==> src/sv/assert_macros.svh <==
//==============================================================================
// assert_macros.svh
// Concurrent assertion shorthands shared by the RTL.
//==============================================================================
`ifndef ASSERT_MACROS_SVH
`define ASSERT_MACROS_SVH

// Same-cycle implication, off while reset is asserted.
`define ASSERT_IMPLIES(label, clk, rst_n, ante, cons, msg) \
    label: assert property (@(posedge clk) disable iff (!rst_n) (ante) |-> (cons)) \
        else $error(msg);

// Next-cycle implication, off while reset is asserted.
`define ASSERT_NEXT(label, clk, rst_n, ante, cons, msg) \
    label: assert property (@(posedge clk) disable iff (!rst_n) (ante) |=> (cons)) \
        else $error(msg);

`endif

==> src/sv/cbo_pkg.sv <==
//==============================================================================
// cbo_pkg
// Shared types and constants for the byte-offset decoder.
//==============================================================================
package cbo_pkg;

    localparam int LIMIT_W            = 25;
    localparam int PIXEL_W            = 32;
    localparam int COUNT_W            = 32;
    localparam int VALUE_BITS_DEFAULT = 32;

    localparam logic [LIMIT_W-1:0] LIMIT_RESET  = 25'd16777216;
    localparam logic [7:0]         BYTE_ESCAPE  = 8'h80;
    localparam logic [15:0]        WORD_ESCAPE  = 16'h8000;
    localparam logic [31:0]        DWORD_ESCAPE = 32'h8000_0000;

    // Width of the delta currently being gathered
    typedef enum logic [1:0] {
        PHASE_BYTE  = 2'd0,
        PHASE_WORD  = 2'd1,
        PHASE_DWORD = 2'd2,
        PHASE_QWORD = 2'd3
    } phase_t;

    typedef struct packed {
        logic [7:0] data;
        logic       last;
    } in_item_t;

    typedef struct packed {
        logic [PIXEL_W-1:0] pixel_value;
        logic               pixel_valid;
        logic               frame_end;
        logic [COUNT_W-1:0] rejected_count;
        logic               truncated;
    } result_t;

endpackage

==> src/sv/cbo_input_reg.sv <==
//==============================================================================
// cbo_input_reg
// Input pipeline register; takes a new transaction whenever it empties.
//==============================================================================
module cbo_input_reg
    import cbo_pkg::*;
(
    input  logic     aclk,
    input  logic     aresetn,
    input  logic     s_valid,
    output logic     s_ready,
    input  logic [7:0] s_in_byte,
    input  logic     s_in_last,
    input  logic     advance,
    output logic     item_valid,
    output in_item_t item
);

    logic     valid_reg;
    in_item_t item_reg;

    // Refill in the same cycle the held transaction moves on
    assign s_ready = !valid_reg || advance;

    always_ff @(posedge aclk) begin
        if (!aresetn) begin
            valid_reg <= 1'b0;
        end else if (s_ready) begin
            valid_reg <= s_valid;
        end
    end

    always_ff @(posedge aclk) begin
        if (s_valid && s_ready) begin
            item_reg.data <= s_in_byte;
            item_reg.last <= s_in_last;
        end
    end

    assign item_valid = valid_reg;
    assign item       = item_reg;

endmodule

==> src/sv/cbo_decode_core.sv <==
//==============================================================================
// cbo_decode_core
// Escape decode, running sum and pixel accounting for one byte per cycle.
//==============================================================================
module cbo_decode_core
    import cbo_pkg::*;
#(
    parameter int VALUE_BITS = VALUE_BITS_DEFAULT
) (
    input  logic               aclk,
    input  logic               aresetn,
    input  logic               advance,
    input  in_item_t           item,
    input  logic [LIMIT_W-1:0] output_limit,
    output logic               res_present,
    output result_t            res
);

    localparam int SHIFT_W = (VALUE_BITS > 32) ? VALUE_BITS : 32;

    phase_t               phase_reg, phase_next, phase_upd;
    logic [2:0]           idx_reg, idx_next, idx_upd, idx_inc;
    logic [SHIFT_W-1:0]   shift_reg, shift_next, shift_upd, shift_in, gathered;
    logic [VALUE_BITS-1:0] acc_reg, acc_next, acc_upd;
    logic [LIMIT_W-1:0]   count_reg, count_next, count_upd;
    logic [COUNT_W-1:0]   reject_reg, reject_next, reject_upd;
    logic [63:0]          delta64;
    logic                 done;
    logic                 pix_ok;
    logic [PIXEL_W-1:0]   pix;

    assign shift_in = SHIFT_W'({56'd0, item.data} << {idx_reg, 3'b000});
    assign gathered = shift_reg | shift_in;
    assign idx_inc  = idx_reg + 3'd1;

    always_comb begin
        phase_upd  = phase_reg;
        idx_upd    = idx_reg;
        shift_upd  = shift_reg;
        acc_upd    = acc_reg;
        count_upd  = count_reg;
        reject_upd = reject_reg;
        delta64    = '0;
        done       = 1'b0;
        pix_ok     = 1'b0;

        unique case (phase_reg)
            PHASE_BYTE: begin
                if (item.data != BYTE_ESCAPE) begin
                    delta64 = {{56{item.data[7]}}, item.data};
                    done    = 1'b1;
                end else begin
                    phase_upd = PHASE_WORD;
                    idx_upd   = '0;
                    shift_upd = '0;
                end
            end
            PHASE_WORD: begin
                shift_upd = gathered;
                idx_upd   = idx_inc;
                if (idx_inc == 3'd2) begin
                    if (gathered[15:0] != WORD_ESCAPE) begin
                        delta64 = {{48{gathered[15]}}, gathered[15:0]};
                        done    = 1'b1;
                    end else begin
                        phase_upd = PHASE_DWORD;
                        idx_upd   = '0;
                        shift_upd = '0;
                    end
                end
            end
            PHASE_DWORD: begin
                shift_upd = gathered;
                idx_upd   = idx_inc;
                if (idx_inc == 3'd4) begin
                    if (gathered[31:0] != DWORD_ESCAPE) begin
                        delta64 = {{32{gathered[31]}}, gathered[31:0]};
                        done    = 1'b1;
                    end else begin
                        phase_upd = PHASE_QWORD;
                        idx_upd   = '0;
                        shift_upd = '0;
                    end
                end
            end
            PHASE_QWORD: begin
                // Bytes past max(VALUE_BITS,32) bits drop off the gather
                shift_upd = gathered;
                idx_upd   = idx_inc;
                if (idx_inc == 3'd0) begin
                    delta64 = 64'(gathered);
                    done    = 1'b1;
                end
            end
        endcase

        if (done) begin
            phase_upd = PHASE_BYTE;
            idx_upd   = '0;
            shift_upd = '0;
            acc_upd   = acc_reg + delta64[VALUE_BITS-1:0];
            if (count_reg < output_limit) begin
                count_upd = count_reg + LIMIT_W'(1);
                pix_ok    = 1'b1;
            end else if (reject_reg != '1) begin
                reject_upd = reject_reg + COUNT_W'(1);
            end
        end
    end

    // Final byte of a frame: clear everything for the next one
    always_comb begin
        if (item.last) begin
            phase_next  = PHASE_BYTE;
            idx_next    = '0;
            shift_next  = '0;
            acc_next    = '0;
            count_next  = '0;
            reject_next = '0;
        end else begin
            phase_next  = phase_upd;
            idx_next    = idx_upd;
            shift_next  = shift_upd;
            acc_next    = acc_upd;
            count_next  = count_upd;
            reject_next = reject_upd;
        end
    end

    generate
        if (VALUE_BITS >= PIXEL_W) begin : g_pix_trunc
            assign pix = acc_upd[PIXEL_W-1:0];
        end else begin : g_pix_sext
            assign pix = {{(PIXEL_W-VALUE_BITS){acc_upd[VALUE_BITS-1]}}, acc_upd};
        end
    endgenerate

    assign res_present        = pix_ok || item.last;
    assign res.pixel_value    = pix;
    assign res.pixel_valid    = pix_ok;
    assign res.frame_end      = item.last;
    assign res.rejected_count = reject_upd;
    assign res.truncated      = item.last && (phase_upd != PHASE_BYTE);

    always_ff @(posedge aclk) begin
        if (!aresetn) begin
            phase_reg  <= PHASE_BYTE;
            idx_reg    <= '0;
            shift_reg  <= '0;
            acc_reg    <= '0;
            count_reg  <= '0;
            reject_reg <= '0;
        end else if (advance) begin
            phase_reg  <= phase_next;
            idx_reg    <= idx_next;
            shift_reg  <= shift_next;
            acc_reg    <= acc_next;
            count_reg  <= count_next;
            reject_reg <= reject_next;
        end
    end

endmodule

==> src/sv/cbo_output_reg.sv <==
//==============================================================================
// cbo_output_reg
// Result register holding one transaction for the downstream side.
//==============================================================================
module cbo_output_reg
    import cbo_pkg::*;
(
    input  logic    aclk,
    input  logic    aresetn,
    input  logic    load,
    input  result_t res,
    output logic    m_valid,
    input  logic    m_ready,
    output result_t res_out
);

    logic    valid_reg;
    result_t res_reg;

    always_ff @(posedge aclk) begin
        if (!aresetn) begin
            valid_reg <= 1'b0;
        end else if (load) begin
            valid_reg <= 1'b1;
        end else if (m_ready) begin
            valid_reg <= 1'b0;
        end
    end

    always_ff @(posedge aclk) begin
        if (load) begin
            res_reg <= res;
        end
    end

    assign m_valid = valid_reg;
    assign res_out = res_reg;

endmodule

==> src/sv/cbf_byte_offset_decoder.sv <==
//==============================================================================
// cbf_byte_offset_decoder
// Byte-offset decompressor for detector images, one byte a cycle unless stalled.
//==============================================================================
// The block takes the compressed stream one byte per transaction and sustains
// one byte per clock while the result side is not stalled. Each byte is a
// signed delta; 0x80 escapes to a 16-bit little-endian delta, 0x8000 to 32
// bits and 0x80000000 to 64 bits (only the low VALUE_BITS bits of that one
// are kept). Every completed delta is added to a wrapping VALUE_BITS-wide
// running sum, and the sum goes out as a pixel while fewer than output_limit
// pixels have been sent this frame; past the limit, pixels are dropped and
// counted in rejected_count (saturating). The byte flagged last always yields
// a result with frame_end set, truncated telling whether the stream stopped
// inside an escape, after which the frame state clears (output_limit keeps
// its value). Bytes in the middle of an escape, or pixels past the limit,
// produce no result. From input accept to result valid a byte passes the
// input register, then combinational decode and running-sum add feeding the
// result register. That sum feedback loop sets the one-byte-per-clock rate.
// Write output_limit through cfg_* only while no transaction is in flight.
//==============================================================================
module cbf_byte_offset_decoder
    import cbo_pkg::*;
#(
    parameter int VALUE_BITS = VALUE_BITS_DEFAULT
) (
    input  logic               aclk,
    input  logic               aresetn,
    // compressed byte stream
    input  logic               s_valid,
    output logic               s_ready,
    input  logic [7:0]         s_in_byte,
    input  logic               s_in_last,
    // decoded pixel results
    output logic               m_valid,
    input  logic               m_ready,
    output logic signed [PIXEL_W-1:0] m_pixel_value,
    output logic               m_pixel_valid,
    output logic               m_frame_end,
    output logic [COUNT_W-1:0] m_rejected_count,
    output logic               m_truncated,
    // output_limit register write
    input  logic               cfg_valid,
    output logic               cfg_ready,
    input  logic [LIMIT_W-1:0] cfg_data
);

`include "assert_macros.svh"

    logic               item_valid;
    in_item_t           item;
    logic               advance;
    logic               res_present;
    result_t            res;
    result_t            res_out;
    logic [LIMIT_W-1:0] output_limit_reg;

    // Configuration: always ready, hold the limit across frames
    assign cfg_ready = 1'b1;

    always_ff @(posedge aclk) begin
        if (!aresetn) begin
            output_limit_reg <= LIMIT_RESET;
        end else if (cfg_valid) begin
            output_limit_reg <= cfg_data;
        end
    end

    // Advance the held byte whenever the result register is free or draining
    assign advance = item_valid && (!m_valid || m_ready);

    cbo_input_reg u_input_reg (
        .aclk       (aclk),
        .aresetn    (aresetn),
        .s_valid    (s_valid),
        .s_ready    (s_ready),
        .s_in_byte  (s_in_byte),
        .s_in_last  (s_in_last),
        .advance    (advance),
        .item_valid (item_valid),
        .item       (item)
    );

    cbo_decode_core #(
        .VALUE_BITS (VALUE_BITS)
    ) u_decode_core (
        .aclk         (aclk),
        .aresetn      (aresetn),
        .advance      (advance),
        .item         (item),
        .output_limit (output_limit_reg),
        .res_present  (res_present),
        .res          (res)
    );

    // Load a result only for bytes that complete an in-limit pixel or end the frame
    cbo_output_reg u_output_reg (
        .aclk    (aclk),
        .aresetn (aresetn),
        .load    (advance && res_present),
        .res     (res),
        .m_valid (m_valid),
        .m_ready (m_ready),
        .res_out (res_out)
    );

    assign m_pixel_value    = res_out.pixel_value;
    assign m_pixel_valid    = res_out.pixel_valid;
    assign m_frame_end      = res_out.frame_end;
    assign m_rejected_count = res_out.rejected_count;
    assign m_truncated      = res_out.truncated;

    // A truncation flag only ever rides on the frame-end result
    `ASSERT_IMPLIES(a_trunc_on_end, aclk, aresetn, m_valid && m_truncated, m_frame_end, "truncated without frame_end")
    // Mid-frame results exist only to carry a pixel
    `ASSERT_IMPLIES(a_mid_has_pixel, aclk, aresetn, m_valid && !m_frame_end, m_pixel_valid, "empty mid-frame result")
    // A held byte must not vanish while the result side is stalled
    `ASSERT_NEXT(a_hold_on_stall, aclk, aresetn, item_valid && m_valid && !m_ready, item_valid, "byte lost under stall")

endmodule
==> config.mk <==
export PLATFORM = sky130hd
export DESIGN_NAME = cbf_byte_offset_decoder
export DESIGN_NICKNAME = d
export VERILOG_FILES = /design/src/sv/cbo_pkg.sv /design/src/sv/cbo_input_reg.sv /design/src/sv/cbo_decode_core.sv /design/src/sv/cbo_output_reg.sv /design/src/sv/cbf_byte_offset_decoder.sv
export VERILOG_INCLUDE_DIRS = /design/src /design/src/sv
export SDC_FILE = /design/constraint.sdc
export NUM_CORES = 1
export LEC_CHECK = 0
export ABC_CLOCK_PERIOD_IN_PS = 10390
export BUFFER_PORTS_ARGS = -buffer_cell sky130_fd_sc_hd__buf_2
export CORE_ASPECT_RATIO = 1.25
export CORE_MARGIN = 5
export CORE_UTILIZATION = 40
export DETAILED_ROUTE_END_ITERATION = 8
export GPL_TIMING_DRIVEN = 0
export HOLD_SLACK_MARGIN = 0.03
export PLACE_DENSITY = 0.53
export REMOVE_ABC_BUFFERS = 1
export SYNTH_ARGS = -nofsm -noshare
export SYNTH_HDL_FRONTEND = slang
export SYNTH_SLANG_ARGS = --single-unit
==> constraint.sdc <==
create_clock -name aclk -period 10.39 [get_ports aclk]
set_input_delay 2.078 -clock aclk [delete_from_list [all_inputs] [get_ports aclk]]
set_output_delay 2.078 -clock aclk [all_outputs]
set_load 0.01 [all_outputs]
==> results of run 1 <==
## kinds of logic (layout without fill, tap and decap cells)
kind of cell / Yosys count / count (layout) / synth area share, %
mux: 27 / 27 / 2.240
flops: 229 / 229 / 43.89
fa+ha+maj: 62 / 62 / 6.431
compound gates: 354 / 354 / 18.94
xor+xnor: 77 / 77 / 5.537
other cells: 1 / 1 / 0.03079
buf+inv: 134 / 215 / 4.233
simple gates: 469 / 469 / 18.70
## area by class of cell
type,count,area (µm²)
sequential,229,5345
clock inverter,18,176.4
timing repair buffer,115,688.2
clock buffer,30,685.7
multi-input combinational,990,6357
fill,2935,16160
inverter,52,197.7
tap,401,501.7
## worst paths after layout
check | end | cells after the start | from
worst max-delay path | u_output_reg.res_out[66] | 19 | u_input_reg.item[2]
worst min-delay path | u_decode_core.acc_reg[25] | 2 | u_decode_core.acc_reg[25]
worst max register to register | u_output_reg.res_out[66] | 19 | u_input_reg.item[2]
worst min register to register | u_decode_core.acc_reg[25] | 2 | u_decode_core.acc_reg[25]
## layer usage
layer / track usage, % / share of wire (%) / vias to the layer above
met5: 0 / 0 / -
met4: 5.364 / 2.5 / 0
met3: 2.355 / 3.9 / 47
met2: 31.41 / 48 / 188
met1: 22.83 / 45 / 4750
li1: - / - / 5044
## synth_stat cells (6+ instances only)
master    count
o31ai_1       6
nand3_1      43
or3_1        22
nand2b_1      8
inv_1        52
a21oi_1      91
nor4b_1       8
buf_1         9
nand2_1     113
a22oi_1      40
nand4_1      17
a21o_1       18
and2_1        9
and3_1       14
o21a_1       21
xor2_1       20
a211oi_1     14
mux2i_1      25
clkbuf_1     69
edfxtp_1     76
nor4_1       25
a22o_1       26
a31oi_1      21
nor2b_1       7
o211ai_1     12
nor3_1       19
xnor2_1      57
nor2_1      160
dfxtp_1     153
o21ai_0      64
o21ai_1       6
ha_1         61
## worst reg2reg max path: cells and delay by family (launching register included)
| kind | cells | cell delay, ps |
|---|---|---|
| compound gates | 10 | 3860 |
| xor+xnor | 1 | 100 |
| fa+ha+maj | 1 | 340 |
| flops | 1 | 620 |
| simple gates | 7 | 2110 |
## per-stage QoR
stage	worst slack [ps]	instances	util (%)	area (µm²)
after global routing	2392	1835	46.33	13950
after floorplan	3798	1271	-	11860
final	3095	1835	46.33	13950
after CTS	2858	1835	46.29	13940
after detailed placement	2866	1787	43.43	13080
after global placement	1192	1779	42.82	12900
## power breakdown
group          switching [mW]  internal, mW  leakage, nW  total [mW]
sequential             0.0202         0.954         2.00       0.974
combinational           0.113        0.0700         3.02       0.183
clock                   0.377         0.547        0.424       0.924
total                   0.509          1.57         5.44        2.08
## cells in the final DEF (no fill, tap or decap), types with 26 or more instances in the layout
master and n:
a21oi_1 90, a22o_1 26, a22oi_1 40, buf_2 107, clkbuf_16 26, dfxtp_1 153, edfxtp_1 76, ha_1 61
inv_1 51, nand2_1 112, nand3_1 43, nor2_1 157, o21ai_0 64, xnor2_1 57
==> impl_metrics.ini, run 1 <==
[run_status]
status = finished clean

[route]
drt-total-wl_mm = 31.25
drcViolationCount = 0
first_pass_iters = 7
drt_iter0_drc = 500
vias = 10030
wire_per_inst_um = 17.03
avgViaCountPerCell = 5.465
ant_nets = 0

[synthesis]
synth_ff_type = dfxtp_1
synthArstFlopShare_pct = 0
syn-instance-count = 1353
syn_avg_cell_area_um2 = 9.002
synth-edff-count = 76
ys_ff_latch = 229
synth_top_area_cell = dfxtp_1
yosysWarnings = 0
synth_area_um2 = 12180
synth-seq-area-share_pct = 43.89
synth_top_cell_area_share_pct = 25.15
synthTopCellsByArea = dfxtp_1 25%, edfxtp_1 19%, ha_1 6.3%
synth_cell_types = 69

[die]
core_area_um2 = 30120
start_util_pct = 40.44
num_io_pins = 109
die_w_um = 166.1
rows = 71
dieArea_um2 = 34060
dieHeight_um = 205.1

[setup_path]
slowest_delay_ps = 990
cp.arrival_ps = 7580
slowest_stage = o21ai_1
crit_required_ps = 10670
crit_buf_inv = 0
crit_chain = or4_4 -> nor4_1 -> o21ai_0 -> a211oi_1 -> nand2_1 -> o21ai_1 -> and3_1 -> nor3_1 -> ha_1 -> a21oi_1 -> o211ai_1 -> a2111oi_1 -> nor4b_1 -> o211ai_1 -> nand3_1 -> a31oi_1 -> o21ai_0 -> a21oi_1 -> xor2_1
crit_path_end_kind = flip-flop
r2r_setup_slack_ps = 3090
worstSetupPathType = reg -> reg
cp_top_family = compound AO/OA/AOI/OAI gates
crit_fanout = 18
startpoint_type = flip-flop

[sta]
layout_min_cycle_time_ps = 7295
holdWs_ps = 479.4
rsz0062_at_grt = false
setup_viol = 0
fin_crit_sh_pct = 70.21
fin_worst_skew_ps = 10.66
max_freq_mhz = 137.1
hold_viol_final = 0
tns_ps = 0
maxSlewViolCount = 0
slew_headroom_pct = 5.214
worstMarginPinSlew_ps = 1422

[global_route]
gr-total-overflow = 0
grt_pass1_vias = 9915
grtUsageTotal_pct = 17.81
grt_start_max_net_pins = 82
grt_pass1_wl_mm = 50.78
antenna_found_initial = 0

[cells_and_area]
drive_gt1_share_pct = 12.90
syn2layout_area_growth_pct = 14.56
antenna_cells = 0
largest_reg_flops = 67
final_nets = 1515

[power_and_ir_drop]
peakVddDrop_mv = 0.1051
totalPowerFinal_mw = 2.080
p_leak_nw = 5.438
power_density_nw_per_um2 = 149.1

[cts]
cts.path.max_buffers = 3
cts_sinks = 229
clkLatencyLatePin_ps = 540
cts_root_buf = clkbuf_16
hold_buffers = 0
cts_tree = built
cts.htree.levels = 1
clkSlewWorstSetupHoldPaths_ps = 60
post_cts_buffers = 0
cts_buffers = 26
cts-resized-gates = 0

[worst_hold_path]
hp-class = reg -> reg

[placement]
dp_hpwl_mm = 21.67
gp_congestion = 0.8909
place.port_buffers = 107

[run]
cap_violations = 0
(Power assumes the default switching activity.)
==> inputs of run 2 (changes only) <==
--- a/config.mk
+++ b/config.mk
@@ -6,7 +6,7 @@
 export SDC_FILE = /design/constraint.sdc
 export NUM_CORES = 1
 export LEC_CHECK = 0
-export ABC_CLOCK_PERIOD_IN_PS = 10390
+export ABC_CLOCK_PERIOD_IN_PS = 7200
 export BUFFER_PORTS_ARGS = -buffer_cell sky130_fd_sc_hd__buf_2
 export CORE_ASPECT_RATIO = 1.25
 export CORE_MARGIN = 5
==> constraint.sdc (replaced) <==
create_clock -name aclk -period 7.2 [get_ports aclk]
set_input_delay 1.44 -clock aclk [delete_from_list [all_inputs] [get_ports aclk]]
set_output_delay 1.44 -clock aclk [all_outputs]
set_load 0.01 [all_outputs]
==> run 2 against run 1 <==
Critical path depth unchanged. Non-clock buffer count unchanged. Flip-flop and latch count unchanged. Hold slack about the same. First-iteration DRC count decreased by 5.8%. Combinational power increased by 44%. Via count about the same. Clock skew increased by 1.0 ps. Largest power group unchanged. Largest cell class unchanged. Global-route usage about the same. Sequential power increased by 45%. Wire length decreased by 0.12%.
==> impl_metrics.ini, run 2 (same netlist as run 1, synthesis figures left out) <==
[cts]
clkSlewWorstSetupHoldPaths_ps = 60
cts.path.max_buffers = 3
cts_buffers = 26
cts_tree = built
cts_sinks = 229
hold_buffers = 0
clkLatencyLatePin_ps = 540
cts_root_buf = clkbuf_16
cts.htree.levels = 1

[run_status]
status = finished clean

[setup_path]
r2r_setup_slack_ps = 610
cp.arrival_ps = 6880
rr_worst_depth = 19
endpoint = u_output_reg.res_out[66]
worstReg2RegStart = u_input_reg.item[2]
startpoint_type = flip-flop
slowest_delay_ps = 630
crit_buf_inv = 0
worstSetupPathType = reg -> reg
crit_fanout = 18
critPathLaunch = u_input_reg.item[2]
cp_top_family = compound AO/OA/AOI/OAI gates
worst_r2r_endpoint = u_output_reg.res_out[66]
slowest_stage = edfxtp_1
crit_required_ps = 7480
crit_chain = or4_4 -> nor4_1 -> o21ai_0 -> a211oi_1 -> nand2_1 -> o21ai_2 -> and3_1 -> nor3_1 -> ha_1 -> a21oi_1 -> o211ai_1 -> a2111oi_2 -> nor4b_1 -> o211ai_1 -> nand3_1 -> a31oi_1 -> o21ai_0 -> a21oi_1 -> xor2_1
worstSetupPathDepth = 19
crit_path_end_kind = flip-flop

[route]
wire_per_inst_um = 17.01
drcViolationCount = 0
drt_iter0_drc = 471
avgViaCountPerCell = 5.462
vias = 10020
first_pass_iters = 5
ant_nets = 0
drt-total-wl_mm = 31.21

[die]
num_io_pins = 109
rows = 71
core_area_um2 = 30120
dieArea_um2 = 34060
die_w_um = 166.1
dieHeight_um = 205.1
start_util_pct = 40.44

[sta]
setup_viol = 0
max_freq_mhz = 151.7
worstMarginPinSlew_ps = 1407
tns_ps = 0
maxSlewViolCount = 0
slew_headroom_pct = 6.179
fin_worst_skew_ps = 11.69
fin_crit_sh_pct = 91.58
rsz0062_at_grt = false
layout_min_cycle_time_ps = 6594
hold_viol_final = 0

[run]
cap_violations = 0

[worst_hold_path]
hp-class = reg -> reg

[cells_and_area]
final_nets = 1515
fin_util_pct = 46.36
largest_reg_flops = 67
mostFrequentLayoutCell = nor2_1
drive_gt1_share_pct = 13.04
fillers = 2932
final_cell_mix = 157 x nor2_1, 153 x dfxtp_1, 112 x nand2_1
antenna_cells = 0
syn2layout_area_growth_pct = 14.63

[power_and_ir_drop]
p_leak_nw = 5.441
power_density_nw_per_um2 = 215.0
totalPowerFinal_mw = 3.001
peakVddDrop_mv = 0.1517

[placement]
dp_hpwl_mm = 21.67
gp_congestion = 0.8909
place.port_buffers = 107

[global_route]
grt_start_max_net_pins = 82
grt_pass1_wl_mm = 50.80
grt_pass1_vias = 9926
gr-total-overflow = 0
antenna_found_initial = 0
grtUsageTotal_pct = 17.81
==> run 2: through the flow <==
stage          hold WS [ps]  worst slack (ps)  instances  cell area [µm²]
2_1_floorplan         449.4              1079       1271            11860
3_3_place_gp          464.5             -1593       1779            12900
3_5_place_dp          472.2            -323.7       1787            13080
4_1_cts               481.0             351.4       1835            13940
5_1_grt               509.1             9.961       1835            13960
6_report              479.5             606.1       1835            13960
==> run 2: worst register-to-register path, stage by stage (launching register included) <==
cell and delay (ps):
edfxtp_1 630, or4_4 630, nor4_1 380, o21ai_0 190, a211oi_1 260, nand2_1 120
o21ai_2 620, and3_1 450, nor3_1 130, ha_1 340, a21oi_1 290, o211ai_1 230
a2111oi_2 610, nor4b_1 180, o211ai_1 310, nand3_1 170, a31oi_1 280, o21ai_0 190
a21oi_1 220, xor2_1 100
==> run 2: final cells by class <==
cell class / count / area [µm²] / share of cell area [%]
clock buffers: 30 / 685.7 / 4.911
well taps: 401 / 501.7 / 3.594
clock inverters: 18 / 176.4 / 1.264
inverters: 52 / 197.7 / 1.416
flip-flops and latches: 229 / 5345 / 38.29
multi-input cells: 990 / 6366 / 45.60
repair buffers: 115 / 688.2 / 4.929
==> run 2: routing by layer <==
metal,routed length [µm],global-route usage [%],vias up,share of wire [%]
met2,15050,31.32,194,48
met5,0,0,-,0
met3,1247,2.355,50,4.0
li1,-,-,5041,-
met1,14090,22.84,4738,45
met4,814,5.541,0,2.6
==> run 2: how the worst min path moves through the flow <==
stage | from | end | slack [ps] | cells after the start
2_1_floorplan | u_decode_core.acc_reg[24] | u_decode_core.acc_reg[24] | 450 | 2
3_3_place_gp | u_decode_core.acc_reg[24] | u_decode_core.acc_reg[24] | 460 | 2
3_5_place_dp | u_decode_core.acc_reg[24] | u_decode_core.acc_reg[24] | 470 | 2
4_1_cts | u_decode_core.acc_reg[24] | u_decode_core.acc_reg[24] | 480 | 2
5_1_grt | u_decode_core.acc_reg[25] | u_decode_core.acc_reg[25] | 510 | 2
6_report | u_decode_core.acc_reg[25] | u_decode_core.acc_reg[25] | 480 | 2
==> run 2: report_power, final <==
part,leakage [nW],switching [mW],internal [mW]
Combinational,3.02,0.162,0.101
Clock,0.424,0.543,0.789
Sequential,2.00,0.0291,1.38
Total,5.44,0.735,2.27
==> run 2: timing repair <==
action                     CTS  global route
gates resized for setup      2             1
setup buffers                0             0
setup endpoints to repair    4             4
hold endpoints to repair     0             0
